**config.mk**
```make
export PLATFORM = sky130hd
export DESIGN_NAME = tiled_quad_vertex_generator
export DESIGN_NICKNAME = d
export VERILOG_FILES = /design/src/rtl/tqv_pkg.sv /design/src/rtl/tiled_quad_vertex_generator.sv /design/src/rtl/tqv_span_div.sv /design/src/rtl/tqv_front.sv /design/src/rtl/tqv_fifo.sv /design/src/rtl/tqv_back.sv
export SDC_FILE = /design/constraint.sdc
export NUM_CORES = 2
export LEC_CHECK = 0
export BUFFER_PORTS_ARGS = -buffer_cell sky130_fd_sc_hd__buf_2
export CAP_MARGIN = 20
export CORE_MARGIN = 4
export CORE_UTILIZATION = 40
export DETAILED_ROUTE_END_ITERATION = 10
export GPL_ROUTABILITY_DRIVEN = 0
export MAX_ROUTING_LAYER = met4
export PLACE_DENSITY = 0.52
export SYNTH_ARGS = -nofsm -noshare
export SYNTH_HDL_FRONTEND = slang
export SYNTH_SLANG_ARGS = --single-unit
export TNS_END_PERCENT = 100
```
**constraint.sdc**
```tcl
create_clock -name clock -period 17.6 [get_ports clock]
set_input_delay 0.88 -clock clock [delete_from_list [all_inputs] [get_ports clock]]
set_output_delay 0.88 -clock clock [all_outputs]
set_load 0.05 [all_outputs]
```
**src/rtl/tqv_pkg.sv**
```systemverilog
`timescale 1ns / 1ps
// ---------------------------------------------------------------------------
// tqv_pkg
// Shared types and constants of the tiled quad vertex generator.
// ---------------------------------------------------------------------------
package tqv_pkg;

   localparam int MAX_TILES = 1024;
   localparam int CNT_W     = $clog2(MAX_TILES) + 1;   // holds MAX_TILES itself
   localparam int SPAN_STEPS = 17;                      // quotient bits of ceil division
   localparam int IDX_W     = 22;

   // register indexes
   localparam logic [2:0] REG_WORLD_W = 3'd0;
   localparam logic [2:0] REG_WORLD_H = 3'd1;
   localparam logic [2:0] REG_TILE_W  = 3'd2;
   localparam logic [2:0] REG_TILE_H  = 3'd3;
   localparam logic [2:0] REG_ORG_U   = 3'd4;
   localparam logic [2:0] REG_ORG_V   = 3'd5;
   localparam logic [2:0] REG_SIZE_U  = 3'd6;
   localparam logic [2:0] REG_SIZE_V  = 3'd7;

   localparam logic [1:0] CORNER_BR = 2'd3;

   typedef struct packed {
      logic [15:0] world_w;
      logic [15:0] world_h;
      logic [15:0] tile_w;
      logic [15:0] tile_h;
      logic [15:0] org_u;
      logic [15:0] org_v;
      logic [15:0] size_u;
      logic [15:0] size_v;
   } cfg_type;

   // tile counts of the mesh and recompute status
   typedef struct packed {
      logic             busy;
      logic [CNT_W-1:0] nx;
      logic [CNT_W-1:0] ny;
   } span_type;

   // one classified tile, ready for vertex emission
   typedef struct packed {
      logic             tvld;
      logic [15:0]      pxl;
      logic [15:0]      pxr;
      logic [15:0]      pyt;
      logic [15:0]      pyb;
      logic [15:0]      mu;     // scaled right-edge u
      logic [15:0]      mv;     // scaled bottom-edge v
      logic [IDX_W-1:0] base;
      logic [CNT_W:0]   nx2;
   } tile_type;

endpackage

```
**src/rtl/tiled_quad_vertex_generator.sv**
```systemverilog
`timescale 1ns / 1ps
// An accepted tile passes front stages a, b and c, the tile queue and the back result register.
// Tiles are pipelined: a new tile can be accepted before the four vertex beats of
// the previous one are out, as long as the queue and the front stages have room.
// After a write to a world or tile size register the tile counts are recomputed,
// during which no tile is accepted.
// Reset is synchronous; registers return to their reset values, queues empty.
// ---------------------------------------------------------------------------
// tiled_quad_vertex_generator
// Emits the four corner vertices of a mesh tile with position, uv and index.
// ---------------------------------------------------------------------------
module tiled_quad_vertex_generator (
   input  logic        clock,
   input  logic        reset,
   input  logic        req_tvalid,
   output logic        req_tready,
   input  logic [23:0] req_tdata,   // tile_col, tile_row
   output logic        rsp_tvalid,
   input  logic        rsp_tready,
   output logic [95:0] rsp_tdata,   // pos_x, pos_y, tex_u, tex_v, vertex_index, corner, tile_valid
   output logic        rsp_tlast,
   input  logic        csr_we,
   input  logic [2:0]  csr_addr,
   input  logic [15:0] csr_wdata
);

   tqv_pkg::cfg_type  cfg_ff;
   tqv_pkg::span_type span;
   tqv_pkg::tile_type push_data, head;
   logic push, push_ready, pop, head_valid, span_start;

   // configuration registers
   always_ff @(posedge clock) begin
      if (reset) begin
         cfg_ff.world_w <= 16'd16;
         cfg_ff.world_h <= 16'd16;
         cfg_ff.tile_w  <= 16'd16;
         cfg_ff.tile_h  <= 16'd16;
         cfg_ff.org_u   <= 16'd0;
         cfg_ff.org_v   <= 16'd0;
         cfg_ff.size_u  <= 16'd32768;
         cfg_ff.size_v  <= 16'd32768;
      end else if (csr_we) begin
         case (csr_addr)
            tqv_pkg::REG_WORLD_W: cfg_ff.world_w <= csr_wdata;
            tqv_pkg::REG_WORLD_H: cfg_ff.world_h <= csr_wdata;
            tqv_pkg::REG_TILE_W:  cfg_ff.tile_w  <= csr_wdata;
            tqv_pkg::REG_TILE_H:  cfg_ff.tile_h  <= csr_wdata;
            tqv_pkg::REG_ORG_U:   cfg_ff.org_u   <= csr_wdata;
            tqv_pkg::REG_ORG_V:   cfg_ff.org_v   <= csr_wdata;
            tqv_pkg::REG_SIZE_U:  cfg_ff.size_u  <= csr_wdata;
            tqv_pkg::REG_SIZE_V:  cfg_ff.size_v  <= csr_wdata;
            default: ;
         endcase
      end
   end

   // tile counts follow any write to the world or tile size
   assign span_start = csr_we & (csr_addr == tqv_pkg::REG_WORLD_W |
                                 csr_addr == tqv_pkg::REG_WORLD_H |
                                 csr_addr == tqv_pkg::REG_TILE_W  |
                                 csr_addr == tqv_pkg::REG_TILE_H);

   tqv_span_div u_span (
      .clock (clock), .reset (reset), .start (span_start), .cfg (cfg_ff), .span (span)
   );

   tqv_front u_front (
      .clock (clock), .reset (reset), .cfg (cfg_ff), .span (span),
      .in_valid (req_tvalid), .in_ready (req_tready),
      .in_col (req_tdata[9:0]), .in_row (req_tdata[19:10]),
      .push (push), .push_ready (push_ready), .push_data (push_data)
   );

   tqv_fifo u_fifo (
      .clock (clock), .reset (reset), .push (push), .push_ready (push_ready),
      .push_data (push_data), .pop (pop), .head_valid (head_valid), .head (head)
   );

   tqv_back u_back (
      .clock (clock), .reset (reset), .cfg (cfg_ff), .head_valid (head_valid),
      .head (head), .pop (pop), .out_valid (rsp_tvalid), .out_ready (rsp_tready),
      .out_data (rsp_tdata), .out_last (rsp_tlast)
   );

   // no tile enters while the tile counts are being recomputed
   a_busy_stall: assert property (@(posedge clock) disable iff (reset)
      span.busy |-> !req_tready) else $error("tile accepted during count update");

   // last beat of a tile is exactly the bottom-right corner
   a_last_corner: assert property (@(posedge clock) disable iff (reset)
      rsp_tvalid |-> (rsp_tlast == (rsp_tdata[87:86] == tqv_pkg::CORNER_BR)))
      else $error("tlast does not match corner");

   // a tile outside the mesh carries a zero payload
   a_outside_zero: assert property (@(posedge clock) disable iff (reset)
      rsp_tvalid && !rsp_tdata[88] |-> rsp_tdata[85:0] == 86'd0)
      else $error("outside tile with nonzero payload");

endmodule

```
**src/rtl/tqv_span_div.sv**
```systemverilog
`timescale 1ns / 1ps
// ---------------------------------------------------------------------------
// tqv_span_div
// Serial ceiling divider that derives the tile counts per axis.
// ---------------------------------------------------------------------------
module tqv_span_div (
   input  logic               clock,
   input  logic               reset,
   input  logic               start,
   input  tqv_pkg::cfg_type   cfg,
   output tqv_pkg::span_type  span
);

   logic        start_ff;
   logic        run_ff, run_in;
   logic [4:0]  cnt_ff, cnt_in;
   logic [16:0] nw_ff, nw_in, nh_ff, nh_in;
   logic [15:0] dw_ff, dw_in, dh_ff, dh_in;
   logic [15:0] rw_ff, rw_in, rh_ff, rh_in;
   logic [16:0] qw_ff, qw_in, qh_ff, qh_in;
   logic [tqv_pkg::CNT_W-1:0] nx_ff, nx_in, ny_ff, ny_in;
   logic [15:0] tw1, th1;
   logic [16:0] tx, ty;
   logic        gx, gy;

   // operand setup and one quotient bit per axis a cycle
   always_comb begin
      tw1 = (cfg.tile_w == 16'd0) ? 16'd1 : cfg.tile_w;
      th1 = (cfg.tile_h == 16'd0) ? 16'd1 : cfg.tile_h;
      tx  = {rw_ff, nw_ff[16]};
      ty  = {rh_ff, nh_ff[16]};
      gx  = tx >= {1'b0, dw_ff};
      gy  = ty >= {1'b0, dh_ff};
      run_in = run_ff;
      cnt_in = cnt_ff;
      nw_in = nw_ff; nh_in = nh_ff; dw_in = dw_ff; dh_in = dh_ff;
      rw_in = rw_ff; rh_in = rh_ff; qw_in = qw_ff; qh_in = qh_ff;
      nx_in = nx_ff; ny_in = ny_ff;
      if (start_ff) begin
         run_in = 1'b1;
         cnt_in = 5'd0;
         nw_in  = {1'b0, cfg.world_w} + {1'b0, tw1} - 17'd1;
         nh_in  = {1'b0, cfg.world_h} + {1'b0, th1} - 17'd1;
         dw_in  = tw1;
         dh_in  = th1;
         rw_in  = 16'd0;
         rh_in  = 16'd0;
         qw_in  = 17'd0;
         qh_in  = 17'd0;
      end else if (run_ff) begin
         nw_in = {nw_ff[15:0], 1'b0};
         nh_in = {nh_ff[15:0], 1'b0};
         rw_in = gx ? 16'(tx - {1'b0, dw_ff}) : tx[15:0];
         rh_in = gy ? 16'(ty - {1'b0, dh_ff}) : ty[15:0];
         qw_in = {qw_ff[15:0], gx};
         qh_in = {qh_ff[15:0], gy};
         cnt_in = cnt_ff + 5'd1;
         if (cnt_ff == 5'(tqv_pkg::SPAN_STEPS - 1)) begin
            run_in = 1'b0;
            nx_in = ({qw_ff[15:0], gx} > 17'(tqv_pkg::MAX_TILES)) ?
                    tqv_pkg::CNT_W'(tqv_pkg::MAX_TILES) : qw_in[tqv_pkg::CNT_W-1:0];
            ny_in = ({qh_ff[15:0], gy} > 17'(tqv_pkg::MAX_TILES)) ?
                    tqv_pkg::CNT_W'(tqv_pkg::MAX_TILES) : qh_in[tqv_pkg::CNT_W-1:0];
         end
      end
   end

   always_ff @(posedge clock) begin
      if (reset) begin
         start_ff <= 1'b0;
         run_ff   <= 1'b0;
         cnt_ff   <= 5'd0;
         nx_ff    <= tqv_pkg::CNT_W'(1);
         ny_ff    <= tqv_pkg::CNT_W'(1);
      end else begin
         start_ff <= start;
         run_ff   <= run_in;
         cnt_ff   <= cnt_in;
         nx_ff    <= nx_in;
         ny_ff    <= ny_in;
      end
      nw_ff <= nw_in; nh_ff <= nh_in; dw_ff <= dw_in; dh_ff <= dh_in;
      rw_ff <= rw_in; rh_ff <= rh_in; qw_ff <= qw_in; qh_ff <= qh_in;
   end

   assign span.busy = start_ff | run_ff;
   assign span.nx   = nx_ff;
   assign span.ny   = ny_ff;

endmodule

```
**src/rtl/tqv_front.sv**
```systemverilog
`timescale 1ns / 1ps
// ---------------------------------------------------------------------------
// tqv_front
// Accepts tiles, clips them at the world edge and divides out the texture
// fractions, four quotient bits a cycle.
// ---------------------------------------------------------------------------
module tqv_front (
   input  logic               clock,
   input  logic               reset,
   input  tqv_pkg::cfg_type   cfg,
   input  tqv_pkg::span_type  span,
   input  logic               in_valid,
   output logic               in_ready,
   input  logic [9:0]         in_col,
   input  logic [9:0]         in_row,
   output logic               push,
   input  logic               push_ready,
   output tqv_pkg::tile_type  push_data
);

   logic [15:0] tw1, th1, hx, hy;

   // stage a: corner products
   logic        a_vld_ff, a_vld_in, a_move;
   logic [9:0]  a_col_ff;
   logic [25:0] a_xt0_ff, a_xt1_ff, a_yt0_ff, a_yt1_ff;
   logic [20:0] a_rownx_ff;

   // stage b: clip and divide
   logic        b_vld_ff, b_vld_in, b_move, b_last;
   logic [1:0]  b_cnt_ff, b_cnt_in;
   logic [15:0] b_ru_ff, b_ru_in, b_rv_ff, b_rv_in;
   logic [15:0] b_qu_ff, b_qu_in, b_qv_ff, b_qv_in;
   logic        b_clipx_ff, b_clipx_in, b_clipy_ff, b_clipy_in;
   tqv_pkg::tile_type b_ent_ff, b_ent_in;
   logic [15:0] ru_nx, rv_nx, qu_nx, qv_nx;
   logic [16:0] tu, tv;
   logic [15:0] xr, ybt;

   // stage c: fractions, scaled on the way into the queue
   logic        c_vld_ff, c_vld_in, c_move;
   logic [15:0] c_fu_ff, c_fv_ff;
   tqv_pkg::tile_type c_ent_ff;
   logic [31:0] pu, pv;

   assign tw1 = (cfg.tile_w == 16'd0) ? 16'd1 : cfg.tile_w;
   assign th1 = (cfg.tile_h == 16'd0) ? 16'd1 : cfg.tile_h;
   assign hx  = 16'(({1'b0, cfg.world_w} + 17'd1) >> 1);
   assign hy  = cfg.world_h >> 1;

   // handshakes between stages
   assign c_move   = c_vld_ff & push_ready;
   assign b_last   = b_cnt_ff == 2'd3;
   assign b_move   = b_vld_ff & b_last & (~c_vld_ff | c_move);
   assign a_move   = a_vld_ff & (~b_vld_ff | b_move);
   assign in_ready = ~span.busy & (~a_vld_ff | a_move);
   assign a_vld_in = (in_valid & in_ready) | (a_vld_ff & ~a_move);
   assign c_vld_in = b_move | (c_vld_ff & ~c_move);

   // stage a registers
   always_ff @(posedge clock) begin
      if (reset) begin
         a_vld_ff <= 1'b0;
      end else begin
         a_vld_ff <= a_vld_in;
      end
      if (in_valid & in_ready) begin
         a_col_ff   <= in_col;
         a_xt0_ff   <= 26'(in_col * tw1);
         a_xt1_ff   <= 26'(({1'b0, in_col} + 11'd1) * tw1);
         a_yt0_ff   <= 26'(in_row * th1);
         a_yt1_ff   <= 26'(({1'b0, in_row} + 11'd1) * th1);
         a_rownx_ff <= 21'(in_row * span.nx);
      end
   end

   // four restoring steps a cycle on both fractions
   always_comb begin
      ru_nx = b_ru_ff; rv_nx = b_rv_ff; qu_nx = b_qu_ff; qv_nx = b_qv_ff;
      tu = 17'd0; tv = 17'd0;
      for (int i = 0; i < 4; i++) begin
         tu = {ru_nx, 1'b0};
         tv = {rv_nx, 1'b0};
         if (tu >= {1'b0, tw1}) begin
            ru_nx = 16'(tu - {1'b0, tw1});
            qu_nx = {qu_nx[14:0], 1'b1};
         end else begin
            ru_nx = tu[15:0];
            qu_nx = {qu_nx[14:0], 1'b0};
         end
         if (tv >= {1'b0, th1}) begin
            rv_nx = 16'(tv - {1'b0, th1});
            qv_nx = {qv_nx[14:0], 1'b1};
         end else begin
            rv_nx = tv[15:0];
            qv_nx = {qv_nx[14:0], 1'b0};
         end
      end
   end

   // stage b next state: load a new tile, hand the finished one on, or keep dividing
   always_comb begin
      b_vld_in = b_vld_ff; b_cnt_in = b_cnt_ff;
      b_ru_in = b_ru_ff; b_rv_in = b_rv_ff; b_qu_in = b_qu_ff; b_qv_in = b_qv_ff;
      b_clipx_in = b_clipx_ff; b_clipy_in = b_clipy_ff; b_ent_in = b_ent_ff;
      xr  = (a_xt1_ff > {10'd0, cfg.world_w}) ? cfg.world_w : a_xt1_ff[15:0];
      ybt = (a_yt1_ff > {10'd0, cfg.world_h}) ? cfg.world_h : a_yt1_ff[15:0];
      if (a_move) begin
         b_vld_in   = 1'b1;
         b_cnt_in   = 2'd0;
         b_clipx_in = a_xt1_ff > {10'd0, cfg.world_w};
         b_clipy_in = a_yt1_ff > {10'd0, cfg.world_h};
         b_ru_in    = b_clipx_in ? 16'(cfg.world_w - a_xt0_ff[15:0]) : 16'd0;
         b_rv_in    = b_clipy_in ? 16'(a_yt1_ff[15:0] - cfg.world_h) : 16'd0;
         b_qu_in    = 16'd0;
         b_qv_in    = 16'd0;
         b_ent_in.tvld = (a_xt0_ff < {10'd0, cfg.world_w}) &
                         (a_yt0_ff < {10'd0, cfg.world_h});
         b_ent_in.pxl  = 16'(a_xt0_ff[15:0] - hx);
         b_ent_in.pxr  = 16'(xr - hx);
         b_ent_in.pyt  = 16'(hy - a_yt0_ff[15:0]);
         b_ent_in.pyb  = 16'(hy - ybt);
         b_ent_in.mu   = 16'd0;
         b_ent_in.mv   = 16'd0;
         b_ent_in.base = tqv_pkg::IDX_W'({a_rownx_ff, 2'b00} + {12'd0, a_col_ff, 1'b0});
         b_ent_in.nx2  = {span.nx, 1'b0};
      end else if (b_move) begin
         b_vld_in = 1'b0;
      end else if (b_vld_ff & ~b_last) begin
         b_cnt_in = b_cnt_ff + 2'd1;
         b_ru_in = ru_nx; b_rv_in = rv_nx; b_qu_in = qu_nx; b_qv_in = qv_nx;
      end
   end

   always_ff @(posedge clock) begin
      if (reset) begin
         b_vld_ff <= 1'b0;
         b_cnt_ff <= 2'd0;
         c_vld_ff <= 1'b0;
      end else begin
         b_vld_ff <= b_vld_in;
         b_cnt_ff <= b_cnt_in;
         c_vld_ff <= c_vld_in;
      end
      b_ru_ff <= b_ru_in; b_rv_ff <= b_rv_in; b_qu_ff <= b_qu_in; b_qv_ff <= b_qv_in;
      b_clipx_ff <= b_clipx_in; b_clipy_ff <= b_clipy_in; b_ent_ff <= b_ent_in;
      // right u is the kept share, bottom v the clipped share
      if (b_move) begin
         c_fu_ff  <= b_clipx_ff ? {1'b0, qu_nx[15:1]} : 16'd32768;
         c_fv_ff  <= b_clipy_ff ? {1'b0, qv_nx[15:1]} : 16'd0;
         c_ent_ff <= b_ent_ff;
      end
   end

   // scale fractions into the texture rectangle
   assign pu = c_fu_ff * cfg.size_u;
   assign pv = c_fv_ff * cfg.size_v;

   always_comb begin
      push_data    = c_ent_ff;
      push_data.mu = pu[30:15];
      push_data.mv = pv[30:15];
   end

   assign push = c_move;

endmodule

```
**src/rtl/tqv_fifo.sv**
```systemverilog
`timescale 1ns / 1ps
// ---------------------------------------------------------------------------
// tqv_fifo
// Two-entry queue of classified tiles between front and back.
// ---------------------------------------------------------------------------
module tqv_fifo (
   input  logic               clock,
   input  logic               reset,
   input  logic               push,
   output logic               push_ready,
   input  tqv_pkg::tile_type  push_data,
   input  logic               pop,
   output logic               head_valid,
   output tqv_pkg::tile_type  head
);

   tqv_pkg::tile_type mem_ff [2];
   logic       wp_ff, rp_ff;
   logic [1:0] cnt_ff;

   assign push_ready = cnt_ff != 2'd2;
   assign head_valid = cnt_ff != 2'd0;
   assign head       = mem_ff[rp_ff];

   // pointers and fill count
   always_ff @(posedge clock) begin
      if (reset) begin
         wp_ff  <= 1'b0;
         rp_ff  <= 1'b0;
         cnt_ff <= 2'd0;
      end else begin
         if (push) wp_ff <= ~wp_ff;
         if (pop)  rp_ff <= ~rp_ff;
         cnt_ff <= 2'(cnt_ff + {1'b0, push} - {1'b0, pop});
      end
      if (push) mem_ff[wp_ff] <= push_data;
   end

endmodule

```
**src/rtl/tqv_back.sv**
```systemverilog
`timescale 1ns / 1ps
// ---------------------------------------------------------------------------
// tqv_back
// Walks the four corners of the head tile and drives the result register.
// ---------------------------------------------------------------------------
module tqv_back (
   input  logic               clock,
   input  logic               reset,
   input  tqv_pkg::cfg_type   cfg,
   input  logic               head_valid,
   input  tqv_pkg::tile_type  head,
   output logic               pop,
   output logic               out_valid,
   input  logic               out_ready,
   output logic [95:0]        out_data,
   output logic               out_last
);

   logic        o_vld_ff;
   logic [1:0]  corner_ff;
   logic [15:0] px_ff, py_ff, tu_ff, tv_ff;
   logic [21:0] idx_ff;
   logic [1:0]  oc_ff;
   logic        otv_ff;
   logic        load;
   logic        xb, yb;
   logic [16:0] su, sv;
   logic [21:0] idx;

   assign load = head_valid & (~o_vld_ff | out_ready);
   assign pop  = load & (corner_ff == tqv_pkg::CORNER_BR);
   assign xb   = corner_ff[0];
   assign yb   = corner_ff[1];

   // corner selection, texture offset with saturation, buffer index
   always_comb begin
      su  = {1'b0, xb ? head.mu : 16'd0} + {1'b0, cfg.org_u};
      sv  = {1'b0, yb ? head.mv : cfg.size_v} + {1'b0, cfg.org_v};
      idx = tqv_pkg::IDX_W'(head.base + (yb ? 22'(head.nx2) : 22'd0) + 22'(xb));
   end

   always_ff @(posedge clock) begin
      if (reset) begin
         o_vld_ff  <= 1'b0;
         corner_ff <= 2'd0;
      end else begin
         if (load) begin
            o_vld_ff  <= 1'b1;
            corner_ff <= corner_ff + 2'd1;
         end else if (out_ready) begin
            o_vld_ff <= 1'b0;
         end
      end
      if (load) begin
         oc_ff  <= corner_ff;
         otv_ff <= head.tvld;
         if (head.tvld) begin
            px_ff  <= xb ? head.pxr : head.pxl;
            py_ff  <= yb ? head.pyb : head.pyt;
            tu_ff  <= su[16] ? 16'hFFFF : su[15:0];
            tv_ff  <= sv[16] ? 16'hFFFF : sv[15:0];
            idx_ff <= idx;
         end else begin
            px_ff <= 16'd0; py_ff <= 16'd0; tu_ff <= 16'd0; tv_ff <= 16'd0;
            idx_ff <= 22'd0;
         end
      end
   end

   assign out_valid = o_vld_ff;
   assign out_data  = {7'd0, otv_ff, oc_ff, idx_ff, tv_ff, tu_ff, py_ff, px_ff};
   assign out_last  = oc_ff == tqv_pkg::CORNER_BR;

endmodule

```
* Word level (Yosys, flattened, before mapping) *
Memories as Yosys holds them, arrays and structs flattened. A register that Yosys moved wholly into a read port is not among the register bits.
Cells that the tools add are included.

word-level totals
  memory bits (writable) = 260
  register bits after elaboration = 732
  bits of input ports = 48
  word-level logic and storage cells = 234
  memories = 1
  output and inout port bits = 99

memory list
  memory         words  bits a word  rd ports  clocked after memory_dff  wr ports  line            source
  u_fifo.mem_ff  2      130          1         1                         1         tqv_fifo.sv:17  tqv_pkg::tile_type mem_ff [2];

operators by class
  mux-type cells = 51
  $mul = 7
  equal/unequal tests = 13
  add/sub/neg operators = 30
  bitwise operators = 35
  $lt $le $gt $ge = 14
  reductions and logical operators = 21

operator list
  operator                                                                            count
  16-bit 2-to-1 mux                                                                   28
  16-bit subtractor                                                                   13
  17-bit by 16-bit >= comparator with 1-bit output                                    9
  16-bit by 16-bit multiplier with 31-bit output                                      2
  26-bit by 16-bit greater-than comparator with 1-bit output                          2
  26-bit by 16-bit less-than comparator with 1-bit output                             2
  10-bit by 16-bit multiplier with 26-bit output                                      2
  26-bit by 16-bit multiplier with 26-bit output                                      2
  16-bit by 16-bit adder with 17-bit output                                           3
  17-bit 2-to-1 mux                                                                   2
  16-bit logical NOT                                                                  2
  15-bit by 16-bit subtractor with 16-bit output                                      2
  10-bit by 1-bit adder with 11-bit output (second input constant)                    2
  22-bit by 1-bit adder with 22-bit output                                            1
  22-bit by 11-bit adder with 22-bit output                                           1
  22-bit adder                                                                        1
  10-bit by 11-bit multiplier with 20-bit output                                      1
  2-bit AND reduction                                                                 10
  1-bit 2-to-1 mux                                                                    19
  16-bit by 1-bit adder with 17-bit output (second input constant)                    1
  17-bit by 11-bit greater-than comparator with 1-bit output (second input constant)  1
  17-bit by 1-bit subtractor with 17-bit output (second input constant)               1
  1-bit bitwise AND                                                                   13
  3-bit == test (second input constant)                                               4
  other kinds (18)                                                                    47

* Longest topological paths before layout *
  depth in word-level cells = 13
  mapped depth = 51
  mapped depth without buffers = 45

* Hierarchy *
Synthesis repeated with hierarchy kept, for this count alone.

second synthesis, totals
  cells, all modules = 9578
  area total of the unflattened synthesis = 96837.9 um^2

modules (own cells, without submodules)
  module                       sequential area each (um^2)  cells an instance  times used  area each (um^2)
  tqv_front                    12381.9                      6996               1           65549.1
  tqv_fifo                     7967.6                       429                1           10044.6
  tqv_span_div                 3843.7                       1090               1           9848.2
  tqv_back                     2732.6                       601                1           6318.6
  tiled_quad_vertex_generator  2562.5                       462                1           5077.4

* Worst setup path after synthesis *
No wires, ideal clock.

  path kind = flip-flop to flip-flop
  from = reg u_front.b_cnt_ff[0]
  to = reg u_front.a_col_ff[0] (enable)
  data arrival time = 11072 ps
  clock period less this slack = 11581 ps
  data required time = 17091 ps
  path slack = 6019 ps
  setup time = 509 ps
  path buffers = 0
  stages on the path, launching flop included = 7
  cell sequence = dfxtp_1 > ha_1 > nand2_1 > nor2b_1 > nor2b_1 > a21oi_1 > and2_1

between the ends
  word-level cells in the longest chain between the ends = 8

ends and longest elaborated chain
  item                             line                               source
  start: declaration               tqv_front.sv:31                    logic [1:0] b_cnt_ff, b_cnt_in;
  start signal: assignment         tqv_front.sv:142                   b_cnt_ff <= b_cnt_in;
  2-bit == test                    tqv_front.sv:53                    assign b_last = b_cnt_ff == 2'd3;
  1-bit bitwise AND (2 in series)  tqv_front.sv:54                    assign b_move = b_vld_ff & b_last & (~c_vld_ff | c_move);
  net u_front.b_move               tqv_front.sv:30                    logic b_vld_ff, b_vld_in, b_move, b_last;
  1-bit OR                         tqv_front.sv:55                    assign a_move = a_vld_ff & (~b_vld_ff | b_move);
  1-bit bitwise AND                tqv_front.sv:55
  1-bit OR                         tqv_front.sv:56                    assign in_ready = ~span.busy & (~a_vld_ff | a_move);
  1-bit bitwise AND                tqv_front.sv:56
  net req_tready                   tiled_quad_vertex_generator.sv:16  output logic req_tready,
  1-bit bitwise AND                tqv_front.sv:67                    if (in_valid & in_ready) begin
  end signal: assignment           tqv_front.sv:68                    a_col_ff <= in_col;
  end: declaration                 tqv_front.sv:25                    logic [9:0] a_col_ff;

The timed path passes the listed nets, and every way through them passes these cells.
A chain may end at the register's enable or synchronous reset.

* Worst setup path in the final report *
  from = reg cfg_ff[67] (netlist name)
  to = reg u_front.b_rv_ff[15], data pin

between the ends
  word-level cells in the longest chain between the ends = 13
  elaborated cells between the ends (all ways) = 17
  classes of those cells = add/sub (4); order compare (4); mux (8); reduce/logical (1)

ends and longest elaborated chain
  item                                                                                   line                               source
  start: declaration                                                                     tiled_quad_vertex_generator.sv:27  tqv_pkg::cfg_type cfg_ff;
  16-bit logical NOT                                                                     tqv_front.sv:47                    assign th1 = (cfg.tile_h == 16'd0) ? 16'd1 : cfg.tile_h;
  16-bit 2-to-1 mux (*)                                                                  tqv_front.sv:47
  16-bit subtractor or 17-bit by 16-bit >= comparator with 1-bit output (tied branches)  tqv_front.sv:92, tqv_front.sv:91
  16-bit 2-to-1 mux                                                                      tqv_front.sv:91                    if (tv >= {1'b0, th1}) begin
  16-bit subtractor or 17-bit by 16-bit >= comparator with 1-bit output (tied branches)  tqv_front.sv:92, tqv_front.sv:91
  16-bit 2-to-1 mux                                                                      tqv_front.sv:91
  16-bit subtractor or 17-bit by 16-bit >= comparator with 1-bit output (tied branches)  tqv_front.sv:92, tqv_front.sv:91
  16-bit 2-to-1 mux                                                                      tqv_front.sv:91
  16-bit subtractor or 17-bit by 16-bit >= comparator with 1-bit output (tied branches)  tqv_front.sv:92, tqv_front.sv:91
  16-bit 2-to-1 mux (*)                                                                  tqv_front.sv:91
  16-bit 2-to-1 mux (*)                                                                  tqv_front.sv:129                   end else if (b_vld_ff & ~b_last) begin
  16-bit 2-to-1 mux (*)                                                                  tqv_front.sv:127                   end else if (b_move) begin
  16-bit 2-to-1 mux (*)                                                                  tqv_front.sv:108                   if (a_move) begin
  net u_front.b_rv_in[15]                                                                tqv_front.sv:32                    logic [15:0] b_ru_ff, b_ru_in, b_rv_ff, b_rv_in;
  end signal: assignment                                                                 tqv_front.sv:145                   b_ru_ff <= b_ru_in; b_rv_ff <= b_rv_in; b_qu_ff <= b_qu_in; b_qv_ff <= b_qv_in;
  end: declaration                                                                       tqv_front.sv:32

The timed path passes the listed nets; every way through them passes the cells marked *. The select of a mux whose other input is x is not followed.

==> flow_metrics.py <==
metrics = {
    "drt": {
        "avgRoutedWirePerCell_um": 20.4,
        "vias_per_cell": 5.23,
        "firstDrtPassIters": 6,
        "vias": 63407,
        "wl_um": 247000,
        "route.detailed.drc": 0,
        "drtIter0Drc": 4219,
        "ant_nets": 0,
    },
    "sta": {
        "worst_slew_pin_slew_ns": 1.10,
        "finalClockSkew_ns": 0.0824,
        "timing_hold_violations_final": 0,
        "slew_headroom": 0.263,
        "setup_violations": 0,
        "rsz0062_at_grt": "false",
        "layout_min_cycle_time_ns": 13.16,
        "fin_crit_sh": 0.747,
        "tns_ns": 0,
        "layout_setup_ws_ns": 4.44,
        "max_freq_mhz": 76.0,
        "drv_slew": 0,
    },
    "clock_tree": {
        "cts.reportedPaths.clkPinSlew_ns": 0.07,
        "htree_levels": 3,
        "post_cts.repair.setup_buffers": 0,
        "postCtsHoldBufs": 0,
        "clock_latency_ns": 0.80,
        "clock_sinks": 988,
        "clock-root-buffer": "clkbuf_16",
        "ctsResizeCount": 0,
        "cts_tree": "built",
        "numCtsBuffers": 112,
        "clockBufferDepth": 3,
    },
    "setup_path": {
        "crit_type": "reg -> reg",
        "cp_slowest_cell": "and2_1",
        "start_kind": "flop",
        "critPathMaxStageDelay_ns": 0.61,
        "worstPathArrival_ns": 13.69,
        "crit_required_ns": 18.13,
        "end_kind": "flop",
        "r2r_setup_slack_ns": 4.44,
        "cpMostUsedCell": "a21oi_1",
        "cp_max_fo": 23,
    },
    "grt": {
        "grt_pass1_vias": 65098,
        "antenna_found_initial": 18,
        "grt_max_degree": 87,
        "track_usage": 0.220,
        "grt_overflow_total": 0,
        "grt_pass1_wl_um": 385000,
    },
    "synthesis": {
        "ys_types": 93,
        "yosys.area.top_type": "edfxtp_1",
        "ys_seq_elements": 988,
        "yosysWarningCount": 0,
        "synth_top_cell_area_share": 0.258,
        "netlist_area_um2": 90000,
        "synthCells": 9050,
        "avgSynthCellArea_um2": 9.95,
        "synthArstFlopShare": 0,
        "synth-seq-area-share": 0.306,
        "synthFlopType": "edfxtp_1",
        "synth-edff-count": 773,
        "yosys-top-cells-area": "edfxtp_1 26%, fa_1 21%, ha_1 12%, inv_1 5.3%, nand2_1 5.2%",
    },
    "floorplanning": {
        "die_h_um": 482,
        "coreArea_um2": 223000,
        "start_util": 0.404,
        "num_rows": 173,
        "boundaryPins": 147,
        "die_area_um2": 233000,
        "die_w_um": 482,
    },
    "placement": {
        "pre_cts_ws_ns": 4.72,
        "hpwl_um": 185000,
        "io_buffers": 135,
    },
    "cells_and_area": {
        "multiInputGateArea_um2": 56300,
        "fin_nets": 10869,
        "regArea_um2": 27500,
        "drive_above_1_share": 0.0661,
        "area_delta_synth_final_pct": 8.56,
        "utilization": 0.438,
        "fill_cells": 21268,
    },
    "job": {
        "cap_viol_max_count": 0,
    },
    "run_status": {
        "status": "completed",
    },
    "power": {
        "power_density_nw_per_um2": 189,
        "ir_worst_vdd_mv": 0.502,
        "leakage_nw": 41.7,
    },
    "min_path": {
        "min_path_type": "reg -> reg",
    },
}
final timing paths:
check / to / from / cells past startpoint
worst max-delay path: u_front.b_rv_ff[15] / cfg_ff[67] / 43
worst min-delay path: u_front.push_data[114] / u_front.b_ent_ff[114] / 0
worst max register to register: u_front.b_rv_ff[15] / cfg_ff[67] / 43
worst min register to register: u_front.push_data[114] / u_front.b_ent_ff[114] / 0
synth_stat cells (95+ instances only):
| cell type | count |
|---|---|
| inv_1 | 1274 |
| nand3_1 | 98 |
| fa_1 | 922 |
| a21o_1 | 144 |
| xor2_1 | 120 |
| mux2i_1 | 114 |
| dfxtp_1 | 215 |
| and2_1 | 478 |
| nor2_1 | 460 |
| clkbuf_1 | 322 |
| edfxtp_1 | 773 |
| xnor2_1 | 295 |
| nand2_1 | 1252 |
| ha_1 | 864 |
| nor3_1 | 95 |
| o21ai_0 | 227 |
| a21oi_1 | 438 |
area by class of cell:
| cell class | count | area share |
|---|---|---|
| clock buffer | 145 | 0.0306 |
| timing repair buffer | 254 | 0.0162 |
| sequential | 988 | 0.282 |
| clock inverter | 67 | 0.00818 |
| tap | 2975 | 0.0381 |
| multi-input combinational | 6401 | 0.576 |
| antenna | 11 | 0.000282 |
| inverter | 1278 | 0.0491 |
through the flow:
| step | std cells | power [mW] | cell area [um^2] | hold WS (ns) |
|---|---|---|---|---|
| 6_report | 12119 | 18.5 | 97700 | 0.409 |
| 5_1_grt | 12116 | 19.8 | 97700 | 0.408 |
| 4_1_cts | 12106 | 18.3 | 97700 | 0.394 |
| 3_5_place_dp | 11894 | 15.8 | 93900 | 0.405 |
| 3_3_place_gp | 11893 | 15.5 | 93900 | 0.400 |
| 2_1_floorplan | 9056 | 13.0 | 90000 | 0.400 |
flip-flops by register name (all words and copies together), names as in the netlist, 15 cells and up, named ones only:
signal,count
u_fifo.mem_ff,258
cfg_ff,128
u_front.b_ent_ff,97
u_front.push_data,97
u_front.a_xt0_ff,26
u_front.a_xt1_ff,26
u_front.a_yt0_ff,26
u_front.a_yt1_ff,26
u_back.idx_ff,22
u_front.a_rownx_ff,20
u_span.nw_ff,17
u_back.px_ff,16
u_back.py_ff,16
u_back.tu_ff,16
u_back.tv_ff,16
u_front.b_ru_ff,16
u_front.b_rv_ff,16
u_front.c_fu_ff,16
u_span.dw_ff,16
u_span.qw_ff,16
u_span.rw_ff,16
u_front.c_fv_ff,15
per-layer routing:
layer,track usage,up-vias,share of wire
met2,0.352,1524,0.47
met3,0.0276,319,0.054
met4,0.0615,0,0.027
li1,-,29722,-
met1,0.296,31842,0.45
met5,-,-,0
report_power, final:
group,switching [mW],internal [mW]
clock network,1.05,1.36
registers,0.133,3.03
logic,7.38,5.54
placed cells by master (no fill, tap or decap), drive strengths merged, types with 23 or more instances in the layout:
master  count
buf       254
a31oi      25
fa        922
nor4       31
o21bai     45
a211oi     39
edfxtp    773
inv      1286
and3       40
or3        28
nand3      98
a21boi     38
nor3       95
nand2    1252
o22ai      23
clkbuf    145
dfxtp     215
mux4       32
o21ai     237
mux2i     115
xor2      120
nand2b     75
xnor2     295
nand4      33
ha        864
and2      478
a21oi     438
a21o      144
mux2       82
o21a       55
clkinv     44
nor2      460
or2        25
nor2b      94
cells by family after synthesis:
logic type                 Yosys count  synth area share
muxes                              229            0.0312
AOI/OAI and AO/OA                 1218            0.0858
xor gates and xnor gates           415            0.0404
and+or+nand+nor                   2746             0.141
buffers and inverters             1667            0.0703
DFF                                988             0.306
adders and majority gates         1786             0.325
other                                1         0.0000417
critical path: cells and delay by family, from the launching register on:
family | cells | cell delay, ns
muxes | 3 | 1.14
adders and majority gates | 4 | 1.37
AOI/OAI and AO/OA | 20 | 5.42
buffers and inverters | 4 | 1.18
DFF | 1 | 0.46
and+or+nand+nor | 12 | 3.20
Note: power is estimated with default switching activity, not from simulation.
